===== config.mk =====
export PLATFORM = sky130hd
export DESIGN_NAME = emrt_ram
export DESIGN_NICKNAME = d
export VERILOG_FILES = /design/src/sv/emrt_ram.sv
export SDC_FILE = /design/constraint.sdc
export NUM_CORES = 1
export LEC_CHECK = 0
export ABC_AREA = 1
export BUFFER_PORTS_ARGS = -buffer_cell sky130_fd_sc_hd__buf_2
export CAP_MARGIN = 20
export CORE_MARGIN = 2
export CORE_UTILIZATION = 50
export CTS_CLUSTER_DIAMETER = 150
export CTS_CLUSTER_SIZE = 25
export DETAILED_ROUTE_END_ITERATION = 16
export GPL_TIMING_DRIVEN = 0
export PLACE_DENSITY = 0.66
export SYNTH_ARGS = -nofsm -noshare
export SYNTH_HDL_FRONTEND = slang
export SYNTH_SLANG_ARGS = --single-unit
export TNS_END_PERCENT = 1

===== constraint.sdc =====
create_clock -name clk -period 2.5 [get_ports clk]
set_input_delay 0.125 -clock clk [delete_from_list [all_inputs] [get_ports clk]]
set_output_delay 0.125 -clock clk [all_outputs]
set_load 0.01 [all_outputs]

===== src/sv/emrt_ram.sv =====
// ----------------------------------------------------------------------------
// emrt_ram
// Generic single-write, single-read RAM with registered read data.
// ----------------------------------------------------------------------------
module emrt_ram #(
  parameter int WIDTH = 8,
  parameter int DEPTH = 64
) (
  input  logic                     clk,
  input  logic                     we,
  input  logic [$clog2(DEPTH)-1:0] wr_addr,
  input  logic [WIDTH-1:0]         wr_data,
  input  logic [$clog2(DEPTH)-1:0] rd_addr,
  output logic [WIDTH-1:0]         rd_data
);

  logic [WIDTH-1:0] mem [DEPTH];

  always_ff @(posedge clk) begin
    if (we) begin
      mem[wr_addr] <= wr_data;
    end
    rd_data <= mem[rd_addr];
  end

endmodule


==> results.py <==
metrics = {
    "status": {
        "status": "complete, no violations",
    },
    "setup_path": {
        "required_ns": 2.70,
        "critical_path_class": "in -> reg",
        "ff2ff_setup_slack_ns": 1.03,
        "endpoint_kind": "register",
        "worst_r2r_endpoint": "rd_data[6]$_DFF_P_",
        "crit_arrival_ns": 2.37,
        "rr_worst_depth": 8,
        "cp_max_fo": 9,
        "start_kind": "input port",
        "rr_startpoint": "mem[59][6]$_DFFE_PP_",
    },
    "cts": {
        "post-cts-setup-buffers": 0,
        "insertion_delay_ns": 0.60,
        "cts_hold_buf": 1,
        "cts_max_level": 1,
        "cts_resized": 0,
        "cts_root_buf": "clkbuf_16",
        "cts_tree": "yes",
        "cts.sinks": 520,
        "clkTransAtPathRegs_ns": 0.10,
        "numCtsBuffers": 24,
        "clockBufferDepth": 3,
    },
    "sta": {
        "rsz0062_at_grt": "false",
        "max_freq_mhz": 462,
        "worstMarginPinSlew_ns": 1.07,
        "finClkSkew_ns": 0.0322,
        "period_share_pct": 86.6,
        "slew_violations": 0,
        "setup_tns_ns": 0,
        "maxSlewHeadroom_pct": 28.3,
        "fin_ws_ns": 0.335,
        "post-route-min-period_ns": 2.17,
        "hold_violations": 0,
        "setup_viol": 0,
    },
    "floorplanning": {
        "ios": 30,
        "initial_core_util_pct": 50.8,
        "core_area_um2": 42000,
        "rows": 75,
        "dieArea_um2": 44300,
        "die-height_um": 211,
        "die_w_um": 211,
    },
    "final_layout": {
        "multiInputGateArea_um2": 5000,
        "area_growth_syn_to_layout_pct": 8.26,
        "regArea_um2": 15500,
        "n_fill_cell": 3521,
        "finish.utilization_pct": 55.0,
        "design_area_um2": 23100,
        "drive_gt1_share_pct": 8.53,
        "layout.nets": 1891,
    },
    "routing": {
        "ant_nets": 0,
        "vias_per_cell": 5.92,
        "wl_per_cell_um": 24.3,
        "finalWirelength_mm": 59.0,
        "first_pass_iters": 5,
        "vias": 14400,
        "drt-initial-drc-count": 2122,
        "drc": 0,
    },
    "logic_synthesis": {
        "netlist_top_cells_count": "nand2_1 (648), edfxtp_1 (512), nand3_1 (439)",
        "synth_fp_nets": 1827,
        "yosys.area.top_type": "edfxtp_1",
        "synth.distinct_cells": 16,
        "avgSynthCellArea_um2": 11.8,
        "ys_seq_elements": 520,
        "synth_most_common_cell": "nand2_1",
        "netlist.area_leader.share_pct": 72.0,
        "async_reset_ff_share_pct": 0,
        "netlist_area_um2": 21300,
        "synthCells": 1805,
        "synth_edf_count": 512,
        "synth_area_leaders": "edfxtp_1 (72%), nand2_1 (11%), nand3_1 (10%)",
        "ys_warn_count": 0,
        "ys_seq_area_share_pct": 72.8,
        "synthFlopType": "edfxtp_1",
    },
    "placed_design": {
        "placed_cell_area_um2": 22400,
        "pre_cts_ws_ns": -0.0978,
        "post-dp-hpwl_mm": 41.3,
        "numPortBuffers": 21,
        "place.gp.congestion": 0.957,
    },
    "power_and_ir_drop": {
        "ir_drop_v": 0.000486,
        "leakage_nw": 8.26,
        "p_per_area_nw_per_um2": 671,
        "finalPower_mw": 15.5,
    },
    "min_path": {
        "hold_end": "mem[50][5]$_DFFE_PP_",
        "whs_path_depth": 1,
        "hold_start": "wr_data[5]",
        "hp-class": "in -> reg",
    },
    "global_route": {
        "globalRouteTotalUtil_pct": 26.7,
        "grt_max_degree": 51,
        "grt.overflow.total": 0,
        "grt_pass1_vias": 13200,
        "antenna_found_initial": 2,
        "grt_pass1_wl_mm": 85.8,
    },
    "flow_run": {
        "cap_violations": 0,
    },
}
cell type report:
class / instances / share of cell area (%)
sequential: 520 / 67.2
multi-input combinational: 1160 / 21.6
buffer: 113 / 3.50
clock buffer: 43 / 3.00
tap: 539 / 2.92
timing repair buffer: 38 / 1.45
inverter: 12 / 0.217
clock inverter: 1 / 0.0325
antenna: 1 / 0.0108
stage by stage:
step / hold WS (ns) / cells
after floorplan: 0.224 / 1805
after global placement: 0.521 / 2365
after detailed placement: 0.520 / 2381
after CTS: 0.0310 / 2426
after global routing: 0.0363 / 2427
final: 0.0224 / 2427
flip-flops by register name, summed over array words and instances, names as in the netlist:
register and flops:
mem 512, rd_data 8
where the power goes:
part / switching, mW / total [mW] / internal, mW / leakage, nW
registers: 0.0163 / 9.65 / 9.63 / 4.67
clock network: 2.65 / 4.55 / 1.90 / 0.329
logic: 0.954 / 1.31 / 0.354 / 3.25
total: 3.62 / 15.5 / 11.9 / 8.26
layer usage:
layer	vias to the layer above	track usage (%)	routed length, µm
li1	6456	-	-
met1	6947	39.5	24500
met2	832	41.4	26700
met3	132	3.59	5750
met4	2	8.28	2020
met5	-	0	13
worst max-delay path, stage by stage:
cell and delay [ns]:
clkbuf_1 0.23, inv_1 0.34, nand4_1 0.62, nor2_1 1.05
cells in the final DEF (no fill, tap or decap):
cell,count
clkbuf_16,25
inv_6,1
dlygate4sd3_1,1
buf_4,22
diode_2,1
nand3_1,439
clkinvlp_4,1
nand2_1,648
buf_6,35
inv_2,1
clkbuf_1,33
buf_2,58
edfxtp_1,512
nor2_1,56
buf_8,2
inv_1,10
buf_1,10
nor4_2,8
nand4_1,9
buf_12,8
dfxtp_1,8
logic make-up (layout without fill, tap and decap cells):
group	Yosys count	after routing	synth area share, %
flops	520	520	72.8
other cells	0	1	0
buf+inv	125	207	4.02
simple gates	1160	1160	23.2
how the worst max path moves through the flow:
stage,end,start,cells past startpoint
3_3_place_gp,mem[54][0]$_DFFE_PP_,wr_addr[3],4
4_1_cts,mem[25][5]$_DFFE_PP_,wr_addr[1],4
3_5_place_dp,mem[25][5]$_DFFE_PP_,wr_addr[1],4
5_1_grt,mem[25][5]$_DFFE_PP_,wr_addr[1],4
2_1_floorplan,mem[48][0]$_DFFE_PP_,we,3
6_report,mem[40][4]$_DFFE_PP_,wr_addr[0],4
Note: power is estimated with default switching activity, not from simulation.
