<file path="src/sv/emrt_pkg.sv">
// ----------------------------------------------------------------------------
// emrt_pkg
// Shared types and constants for the exact-match route table.
// ----------------------------------------------------------------------------
package emrt_pkg;

  localparam int ENTRIES_DEF    = 64;
  localparam int IFACE_BITS_DEF = 16;

  localparam int ACTION_W     = 2;
  localparam int ADDR_W       = 64;
  localparam int PORT_IFACE_W = 16;
  localparam int STATUS_W     = 2;

  typedef enum logic [ACTION_W-1:0] {
    ACT_LOOKUP = 2'd0,
    ACT_ADD    = 2'd1,
    ACT_DELETE = 2'd2,
    ACT_CLEAR  = 2'd3
  } action_t;

  typedef enum logic [STATUS_W-1:0] {
    ST_OK        = 2'd0,
    ST_NOT_FOUND = 2'd1,
    ST_FULL      = 2'd2
  } status_t;

  typedef struct packed {
    status_t                 status;
    logic [PORT_IFACE_W-1:0] iface;
  } res_t;

  // stored interface width: the port carries at most PORT_IFACE_W bits
  function automatic int iface_store_w(int iface_bits);
    return (iface_bits < PORT_IFACE_W) ? iface_bits : PORT_IFACE_W;
  endfunction

endpackage

</file>
<file path="src/sv/emrt_ifs.sv">
// ----------------------------------------------------------------------------
// emrt_ifs
// Request and response channels of the route table (valid/ready).
// ----------------------------------------------------------------------------
interface emrt_req_if import emrt_pkg::*; ();
  logic                    valid;
  logic                    ready;
  logic [ACTION_W-1:0]     action;
  logic [ADDR_W-1:0]       addr;
  logic [PORT_IFACE_W-1:0] iface_in;

  modport source (output valid, action, addr, iface_in, input ready);
  modport sink   (input valid, action, addr, iface_in, output ready);
endinterface


</file>
<file path="src/sv/emrt_seq.sv">
// ----------------------------------------------------------------------------
// emrt_seq
// Sequencer: list walk with one shared key comparator, add, delete, clear,
// and the link-memory rebuild sweep.
// ----------------------------------------------------------------------------
module emrt_seq import emrt_pkg::*; #(
  parameter int ENTRIES    = ENTRIES_DEF,
  parameter int IFACE_BITS = IFACE_BITS_DEF
) (
  input  logic                               clk,
  input  logic                               rst,
  emrt_req_if.sink                           req,
  output logic                               res_valid,
  input  logic                               res_ready,
  output res_t                               res,
  // data stores (key and interface share address and write enable)
  output logic                               data_we,
  output logic [$clog2(ENTRIES)-1:0]         data_wa,
  output logic [ADDR_W-1:0]                  key_wd,
  output logic [iface_store_w(IFACE_BITS)-1:0] iface_wd,
  input  logic [ADDR_W-1:0]                  key_rdata,
  input  logic [iface_store_w(IFACE_BITS)-1:0] iface_rdata,
  // link store
  output logic                               link_we,
  output logic [$clog2(ENTRIES)-1:0]         link_wa,
  output logic [$clog2(ENTRIES+1)-1:0]       link_wd,
  input  logic [$clog2(ENTRIES+1)-1:0]       link_rdata,
  // shared read address
  output logic [$clog2(ENTRIES)-1:0]         rd_addr
);

  localparam int AW = $clog2(ENTRIES);
  localparam int LW = $clog2(ENTRIES + 1);
  localparam int SW = iface_store_w(IFACE_BITS);
  localparam logic [LW-1:0] NONE     = LW'(ENTRIES);
  localparam logic [AW-1:0] LAST_IDX = AW'(ENTRIES - 1);

  typedef enum logic [2:0] {
    S_SWEEP,
    S_IDLE,
    S_ADD,
    S_RD,
    S_CMP,
    S_UNLINK,
    S_FIN
  } state_t;

  state_t            state;
  logic [AW-1:0]     idx;
  logic              sweep_rsp;
  logic [LW-1:0]     list_head;
  logic [LW-1:0]     free_head;
  logic [LW-1:0]     cur;
  logic [LW-1:0]     prev;
  logic [LW-1:0]     steps;
  action_t           act;
  logic [ADDR_W-1:0] key;
  logic [SW-1:0]     iface_r;
  logic              hit;

  assign hit       = (key_rdata == key);
  assign req.ready = (state == S_IDLE);
  assign res_valid = (state == S_FIN);
  assign rd_addr   = (state == S_IDLE) ? free_head[AW-1:0] : cur[AW-1:0];

  assign data_we  = (state == S_ADD);
  assign data_wa  = free_head[AW-1:0];
  assign key_wd   = key;
  assign iface_wd = iface_r;

  always_comb begin
    link_we = 1'b0;
    link_wa = idx;
    link_wd = LW'(idx) + LW'(1);
    unique case (state)
      S_SWEEP: begin
        link_we = 1'b1;
      end
      S_ADD: begin
        link_we = 1'b1;
        link_wa = free_head[AW-1:0];
        link_wd = list_head;
      end
      S_CMP: begin
        if (hit && act == ACT_DELETE && prev < NONE) begin
          link_we = 1'b1;
          link_wa = prev[AW-1:0];
          link_wd = link_rdata;
        end
      end
      S_UNLINK: begin
        link_we = 1'b1;
        link_wa = cur[AW-1:0];
        link_wd = free_head;
      end
      default: ;
    endcase
  end

  always_ff @(posedge clk) begin
    if (rst) begin
      state     <= S_SWEEP;
      idx       <= '0;
      sweep_rsp <= 1'b0;
      list_head <= NONE;
      free_head <= '0;
    end else begin
      unique case (state)
        S_SWEEP: begin
          if (idx == LAST_IDX) begin
            idx       <= '0;
            sweep_rsp <= 1'b0;
            res       <= '{status: ST_OK, iface: '0};
            state     <= sweep_rsp ? S_FIN : S_IDLE;
          end else begin
            idx <= idx + AW'(1);
          end
        end
        S_IDLE: begin
          if (req.valid) begin
            act     <= action_t'(req.action);
            key     <= req.addr;
            iface_r <= req.iface_in[SW-1:0];
            cur     <= list_head;
            prev    <= NONE;
            steps   <= '0;
            unique case (action_t'(req.action))
              ACT_LOOKUP, ACT_DELETE: begin
                state <= S_RD;
              end
              ACT_ADD: begin
                if (free_head >= NONE) begin
                  res   <= '{status: ST_FULL, iface: '0};
                  state <= S_FIN;
                end else begin
                  state <= S_ADD;
                end
              end
              ACT_CLEAR: begin
                list_head <= NONE;
                free_head <= '0;
                idx       <= '0;
                sweep_rsp <= 1'b1;
                state     <= S_SWEEP;
              end
            endcase
          end
        end
        S_ADD: begin
          list_head <= free_head;
          free_head <= link_rdata;
          res       <= '{status: ST_OK, iface: '0};
          state     <= S_FIN;
        end
        S_RD: begin
          if (cur >= NONE || steps == NONE) begin
            res   <= '{status: ST_NOT_FOUND, iface: '0};
            state <= S_FIN;
          end else begin
            state <= S_CMP;
          end
        end
        S_CMP: begin
          if (hit) begin
            if (act == ACT_LOOKUP) begin
              res   <= '{status: ST_OK, iface: PORT_IFACE_W'(iface_rdata)};
              state <= S_FIN;
            end else begin
              if (prev >= NONE) begin
                list_head <= link_rdata;
              end
              state <= S_UNLINK;
            end
          end else begin
            prev  <= cur;
            cur   <= link_rdata;
            steps <= steps + LW'(1);
            state <= S_RD;
          end
        end
        S_UNLINK: begin
          free_head <= cur;
          res       <= '{status: ST_OK, iface: '0};
          state     <= S_FIN;
        end
        S_FIN: begin
          if (res_ready) begin
            state <= S_IDLE;
          end
        end
        default: state <= S_IDLE;
      endcase
    end
  end

endmodule

</file>
<file path="src/flat_wrapper.sv">
// flat-port wrapper written by rule: the top's interface ports become plain ports
module emrt_seq_flat import emrt_pkg::*;
#(
  parameter int ENTRIES    = ENTRIES_DEF,
  parameter int IFACE_BITS = IFACE_BITS_DEF
)
  (clk, rst, res_valid, res_ready, res, data_we, data_wa, key_wd, iface_wd, key_rdata, iface_rdata, link_we, link_wa, link_wd, link_rdata, rd_addr, req_valid, req_action, req_addr, req_iface_in, req_ready);
  emrt_req_if req_i ();
  input  logic clk;
  input  logic rst;
  output logic res_valid;
  input  logic res_ready;
  output res_t res;
  output logic data_we;
  output logic [$clog2(ENTRIES)-1:0] data_wa;
  output logic [ADDR_W-1:0] key_wd;
  output logic [iface_store_w(IFACE_BITS)-1:0] iface_wd;
  input  logic [ADDR_W-1:0] key_rdata;
  input  logic [iface_store_w(IFACE_BITS)-1:0] iface_rdata;
  output logic link_we;
  output logic [$clog2(ENTRIES)-1:0] link_wa;
  output logic [$clog2(ENTRIES+1)-1:0] link_wd;
  input  logic [$clog2(ENTRIES+1)-1:0] link_rdata;
  output logic [$clog2(ENTRIES)-1:0] rd_addr;
  input wire logic [$bits(req_i.valid)-1:0] req_valid;
  input wire logic [$bits(req_i.action)-1:0] req_action;
  input wire logic [$bits(req_i.addr)-1:0] req_addr;
  input wire logic [$bits(req_i.iface_in)-1:0] req_iface_in;
  output wire logic [$bits(req_i.ready)-1:0] req_ready;
  assign req_i.valid = req_valid;
  assign req_i.action = req_action;
  assign req_i.addr = req_addr;
  assign req_i.iface_in = req_iface_in;
  assign req_ready = req_i.ready;
  emrt_seq #(.ENTRIES(ENTRIES), .IFACE_BITS(IFACE_BITS)) u_core (.clk(clk), .rst(rst), .req(req_i), .res_valid(res_valid), .res_ready(res_ready), .res(res), .data_we(data_we), .data_wa(data_wa), .key_wd(key_wd), .iface_wd(iface_wd), .key_rdata(key_rdata), .iface_rdata(iface_rdata), .link_we(link_we), .link_wa(link_wa), .link_wd(link_wd), .link_rdata(link_rdata), .rd_addr(rd_addr));
endmodule
</file>
<file path="config.mk">
export PLATFORM = sky130hd
export DESIGN_NAME = emrt_seq_flat
export DESIGN_NICKNAME = d
export VERILOG_FILES = /design/src/sv/emrt_pkg.sv /design/src/sv/emrt_ifs.sv /design/src/sv/emrt_seq.sv /design/src/flat_wrapper.sv
export SDC_FILE = /design/constraint.sdc
export NUM_CORES = 1
export LEC_CHECK = 0
export BUFFER_PORTS_ARGS = -buffer_cell sky130_fd_sc_hd__clkbuf_2
export CELL_PAD_IN_SITES_DETAIL_PLACEMENT = 1
export CELL_PAD_IN_SITES_GLOBAL_PLACEMENT = 1
export CORE_MARGIN = 2
export CORE_UTILIZATION = 33
export DETAILED_ROUTE_END_ITERATION = 7
export PLACE_DENSITY_LB_ADDON = 0.2
export SETUP_SLACK_MARGIN = 0.15
export SLEW_MARGIN = 0
export SYNTH_ARGS = -nofsm -noshare
export SYNTH_HDL_FRONTEND = slang
export SYNTH_SLANG_ARGS = --single-unit
</file>
<file path="constraint.sdc">
create_clock -name clk -period 4.58 [get_ports clk]
set_input_delay 0 -clock clk [delete_from_list [all_inputs] [get_ports clk]]
set_output_delay 0 -clock clk [all_outputs]
set_load 0.03 [all_outputs]
</file>
==> impl_summary.log <==
[metrics] Post-CTS Hold Buffers: roughly 110
[metrics] peak supply drop: 0.2660 mV
[metrics] number of buffers inserted during clock tree synthesis: 17
[metrics] area post-placement: around 8600 um2
[metrics] cell type with the highest aggregate area in the netlist: sky130_fd_sc_hd__edfxtp_1
[metrics] hpwl dp: 19.09 mm
[metrics] Slew headroom: 26.36%
[metrics] worst-case register-to-register setup slack: ~1500 ps
[metrics] share of post-route cells with drive strength above 1: between 30% and 40%
[metrics] post-synthesis instance total: ~580
[metrics] clock tree from TritonCTS: done
[metrics] arithmetic-cell share of the synthesized area counting full adders, half adders and majority gates: 0.5437%
[metrics] power per cell area: just under 300 nW/um2
[metrics] maximum number of pins on one net before global-route repair: 83
[metrics] CTS sink count: 145
[metrics] leading register cell type out of synthesis: sky130_fd_sc_hd__edfxtp_1
[metrics] maximum clock path buffer count: 2
[metrics] count of unique library cells instantiated by Yosys: 63
[metrics] final antenna-violating net count: 0
[metrics] overflow left after global routing: 0
[metrics] number of pins exceeding their max-slew limit in the final report: 0
[metrics] top achievable clock speed: 276.2 MHz
[metrics] leading cell types by count after synthesis: 121 x sky130_fd_sc_hd__edfxtp_1, 67 x sky130_fd_sc_hd__xor2_1, 42 x sky130_fd_sc_hd__nand2_1
[metrics] Max Cap Viol: 0
[metrics] number of synthesized flops with an enable pin: approximately 120
[metrics] Async S/R FF share, synth: 0%
[metrics] endpoints failing hold: 0
[metrics] number of placement rows: 52
[metrics] drt total wl: approximately 27 mm
[metrics] number of detailed-route iterations in the first pass: 5
[metrics] Worst Path Max Fanout: 18
[metrics] run status: complete, no violations
[metrics] mux share of post-synthesis cell area: 0.9786%
[metrics] share of the synthesized netlist area taken by xor and xnor gates: a little under a tenth
[metrics] wire length of the first global-routing pass: just over 40 mm
[metrics] Min-Delay Path Class: in2reg
[metrics] Final Net Count: 1,149
[metrics] Detailed Route Iter0 Violations: 309
[metrics] portion of synthesized cell area occupied by the leading cell type: a little over half
[metrics] overall die area: 22,090 um2
[metrics] share of the yosys chip area belonging to registers: about 60%
[metrics] destination of the critical timing path: link_wa[0]
[metrics] post-synthesis compound-gate area fraction: 12.38%
[metrics] routed length per placed instance: around 22 um
[metrics] total DRC errors in the routed layout: 0
[metrics] data arrival time of the critical path: around 3600 ps
[metrics] number of global-route vias before repair: 6,876
[metrics] initial antenna violation count: 1
[metrics] critical register-to-register path endpoint: u_core.res[1]$_DFFE_PP_
[metrics] period utilisation layout: about four fifths
[metrics] post-synthesis register bit count: between 100 and 150
[metrics] placeable core area: 20,360 um2
[metrics] boundary pin count: 300
[metrics] initial core utilization: between 30% and 40%
[metrics] TNS Setup: 0 ps
[metrics] average size of a mapped cell: around 12 um2
[metrics] count of synthesis-stage warnings from yosys: 0
[metrics] Layout Area Growth over Synthesis: 49.22%
[metrics] Die Span Y: roughly 150 um
[metrics] global placer's final weighted congestion: roughly 0.92
[metrics] Worst Setup SP: u_core.state[2]$_SDFFE_PP0P_
[metrics] clock latency reported for the late side of the worst-skew pair: around 430 ps
[metrics] setup repair after global routing missed its margin: no
[metrics] maximum level of the CTS H-tree: 4
[metrics] Post CTS Setup Buffer Count: 0
[metrics] launch instance of the worst register-to-register path: u_core.key_wd[48]$_DFFE_PP_
[metrics] most common cell in the synthesized netlist: sky130_fd_sc_hd__edfxtp_1
[metrics] sort of element at the end of the critical path: output pin
[metrics] leading post-synthesis cells by cell area: sky130_fd_sc_hd__edfxtp_1 53%, sky130_fd_sc_hd__xor2_1 8.5%, sky130_fd_sc_hd__dfxtp_1 7.0%
[metrics] largest family of logic cells by synthesized area: simple AND/OR/NAND/NOR gates
[metrics] reg2reg path depth: 8
[metrics] Post-Syn Nets: roughly 750
[metrics] worst path required time: approximately 4600 ps
[metrics] clock slew at reported path FFs: roughly 60 ps
[metrics] worst setup path class: reg2out
[metrics] slew at the pin closest to its max-slew limit: 1102 ps
[metrics] CTS Root Cell: sky130_fd_sc_hd__clkbuf_16
[metrics] via total after detailed routing: 6,503
[metrics] Setup violations, final: 0
[metrics] number of buffers added on ports: about 300
[metrics] Die X: 148.6 um
[metrics] Layout Skew: approximately 25 ps
[metrics] Period minus WS final: about 3600 ps
[metrics] Resized Gates After CTS: 0
[metrics] summed area of non-filler cells in the final layout: slightly above 10,000 um2
[metrics] non-filler instance count after layout: approximately 1,300
[metrics] Worst Setup Start Kind: flip-flop
[metrics] final-layout fill cell count: 2,290
[metrics] number of placed instances with taps included: between 1,000 and 1,500
[metrics] total track usage: roughly a quarter
[metrics] cell area after synthesis: approximately 7000 um2
[metrics] static leakage power: 0.004417 uW
[metrics] fraction of the mapped netlist area in simple logic gates: a little over an eighth
[metrics] number of vias per cell after detailed routing: 5.173
-- per-layer routing --
metal	track usage (%)	part of all wire, %	vias up
li1	-	-	2950
met1	28.56	38	3242
met2	45.44	54	264
met3	4.939	5.8	47
met4	8.143	2.5	0
met5	0	0	-
-- final cells by class --
class	instances	area (um2)	area share (%)
flip-flops and latches	145	4114	39.93
repair buffers	417	2648	25.70
multi-input cells	374	2522	24.48
clock buffers	17	425.4	4.129
well taps	270	337.8	3.279
clock inverters	15	185.2	1.797
inverters	18	67.56	0.6558
diodes	1	2.502	0.02429
-- placed cells by master, fill, tap and decap left out, types with 2 or more instances in the layout --
cell type,count
sky130_fd_sc_hd__a31oi_1,13
sky130_fd_sc_hd__inv_1,17
sky130_fd_sc_hd__nand2_1,42
sky130_fd_sc_hd__mux2_2,6
sky130_fd_sc_hd__nor4_4,2
sky130_fd_sc_hd__and3_1,25
sky130_fd_sc_hd__nor3_1,7
sky130_fd_sc_hd__o21a_1,9
sky130_fd_sc_hd__a21boi_0,3
sky130_fd_sc_hd__nand3_1,9
sky130_fd_sc_hd__nor2b_1,9
sky130_fd_sc_hd__nand2b_1,3
sky130_fd_sc_hd__xor2_1,67
sky130_fd_sc_hd__inv_8,4
sky130_fd_sc_hd__clkinv_8,6
sky130_fd_sc_hd__a22o_1,4
sky130_fd_sc_hd__nor2_1,38
sky130_fd_sc_hd__nand3b_1,2
sky130_fd_sc_hd__a21oi_1,18
sky130_fd_sc_hd__or3_1,2
sky130_fd_sc_hd__nand4_1,10
sky130_fd_sc_hd__edfxtp_1,121
sky130_fd_sc_hd__clkbuf_16,17
sky130_fd_sc_hd__o21ai_0,25
sky130_fd_sc_hd__inv_6,3
sky130_fd_sc_hd__xnor2_1,6
sky130_fd_sc_hd__a222oi_1,10
sky130_fd_sc_hd__dlygate4sd3_1,106
sky130_fd_sc_hd__buf_4,12
sky130_fd_sc_hd__clkbuf_2,299
sky130_fd_sc_hd__dfxtp_1,24
sky130_fd_sc_hd__o32a_1,7
sky130_fd_sc_hd__a22oi_1,2
sky130_fd_sc_hd__a221o_1,6
sky130_fd_sc_hd__nor3b_1,2
sky130_fd_sc_hd__ha_1,3
sky130_fd_sc_hd__nor4_1,17
-- critical path: stages, from the launching register on --
cell and delay (ps):
sky130_fd_sc_hd__dfxtp_1 560, sky130_fd_sc_hd__nor2b_1 920, sky130_fd_sc_hd__nand2_1 680, sky130_fd_sc_hd__buf_4 360
sky130_fd_sc_hd__a31oi_1 170, sky130_fd_sc_hd__o32a_1 270, sky130_fd_sc_hd__clkbuf_2 240
-- cell families (layout without fill, tap and decap cells) --
logic type | after synthesis | in the layout
xor gates and xnor gates | 73 | 73
muxes | 6 | 6
adders and majority gates | 3 | 3
AOI/OAI and AO/OA | 117 | 117
and+or+nand+nor | 175 | 175
other | 0 | 1
DFF | 145 | 145
buffers and inverters | 57 | 467
-- worst min-delay path by stage --
stage,start,to,slack (ps),cells after the start
5_1_grt,res_ready,u_core.state[1]$_SDFFE_PP0P_,30,4
4_1_cts,res_ready,u_core.state[1]$_SDFFE_PP0P_,4,4
3_3_place_gp,req_iface_in[8],u_core.iface_wd[8]$_DFFE_PP_,180,1
2_1_floorplan,req_action[0],u_core.act[0]$_DFFE_PP_,100,0
3_5_place_dp,req_addr[28],u_core.key_wd[28]$_DFFE_PP_,180,1
6_report,res_ready,u_core.state[1]$_SDFFE_PP0P_,30,4
-- state kept, by name (all words and copies together), names as in the netlist --
signal and count:
u_core.act 2, u_core.res 18, u_core.list_head 7, u_core.sweep_rsp 1
u_core.key_wd 64, u_core.steps 7, u_core.state 3, u_core.cur 7
u_core.prev 7, u_core.free_head 7, u_core.iface_wd 16, u_core.idx 6
-- where the power goes --
part	total (uW)	switching, uW	internal [uW]
clock	1400	664	741
sequential	1430	5.15	1420
combinational	235	98.1	137
-- stage by stage --
step	hold WS [ps]	worst slack (ps)	power, uW	utilization [%]
floorplan	98.87	1021	1504	-
global placement	177.6	1510	1599	42.37
detailed placement	178.8	1383	1605	42.37
CTS	4.314	873.1	3076	50.58
global route	27.33	647.2	3160	50.59
finish	33.21	959.9	3066	50.59
Power figures use the tool's default switching activity.
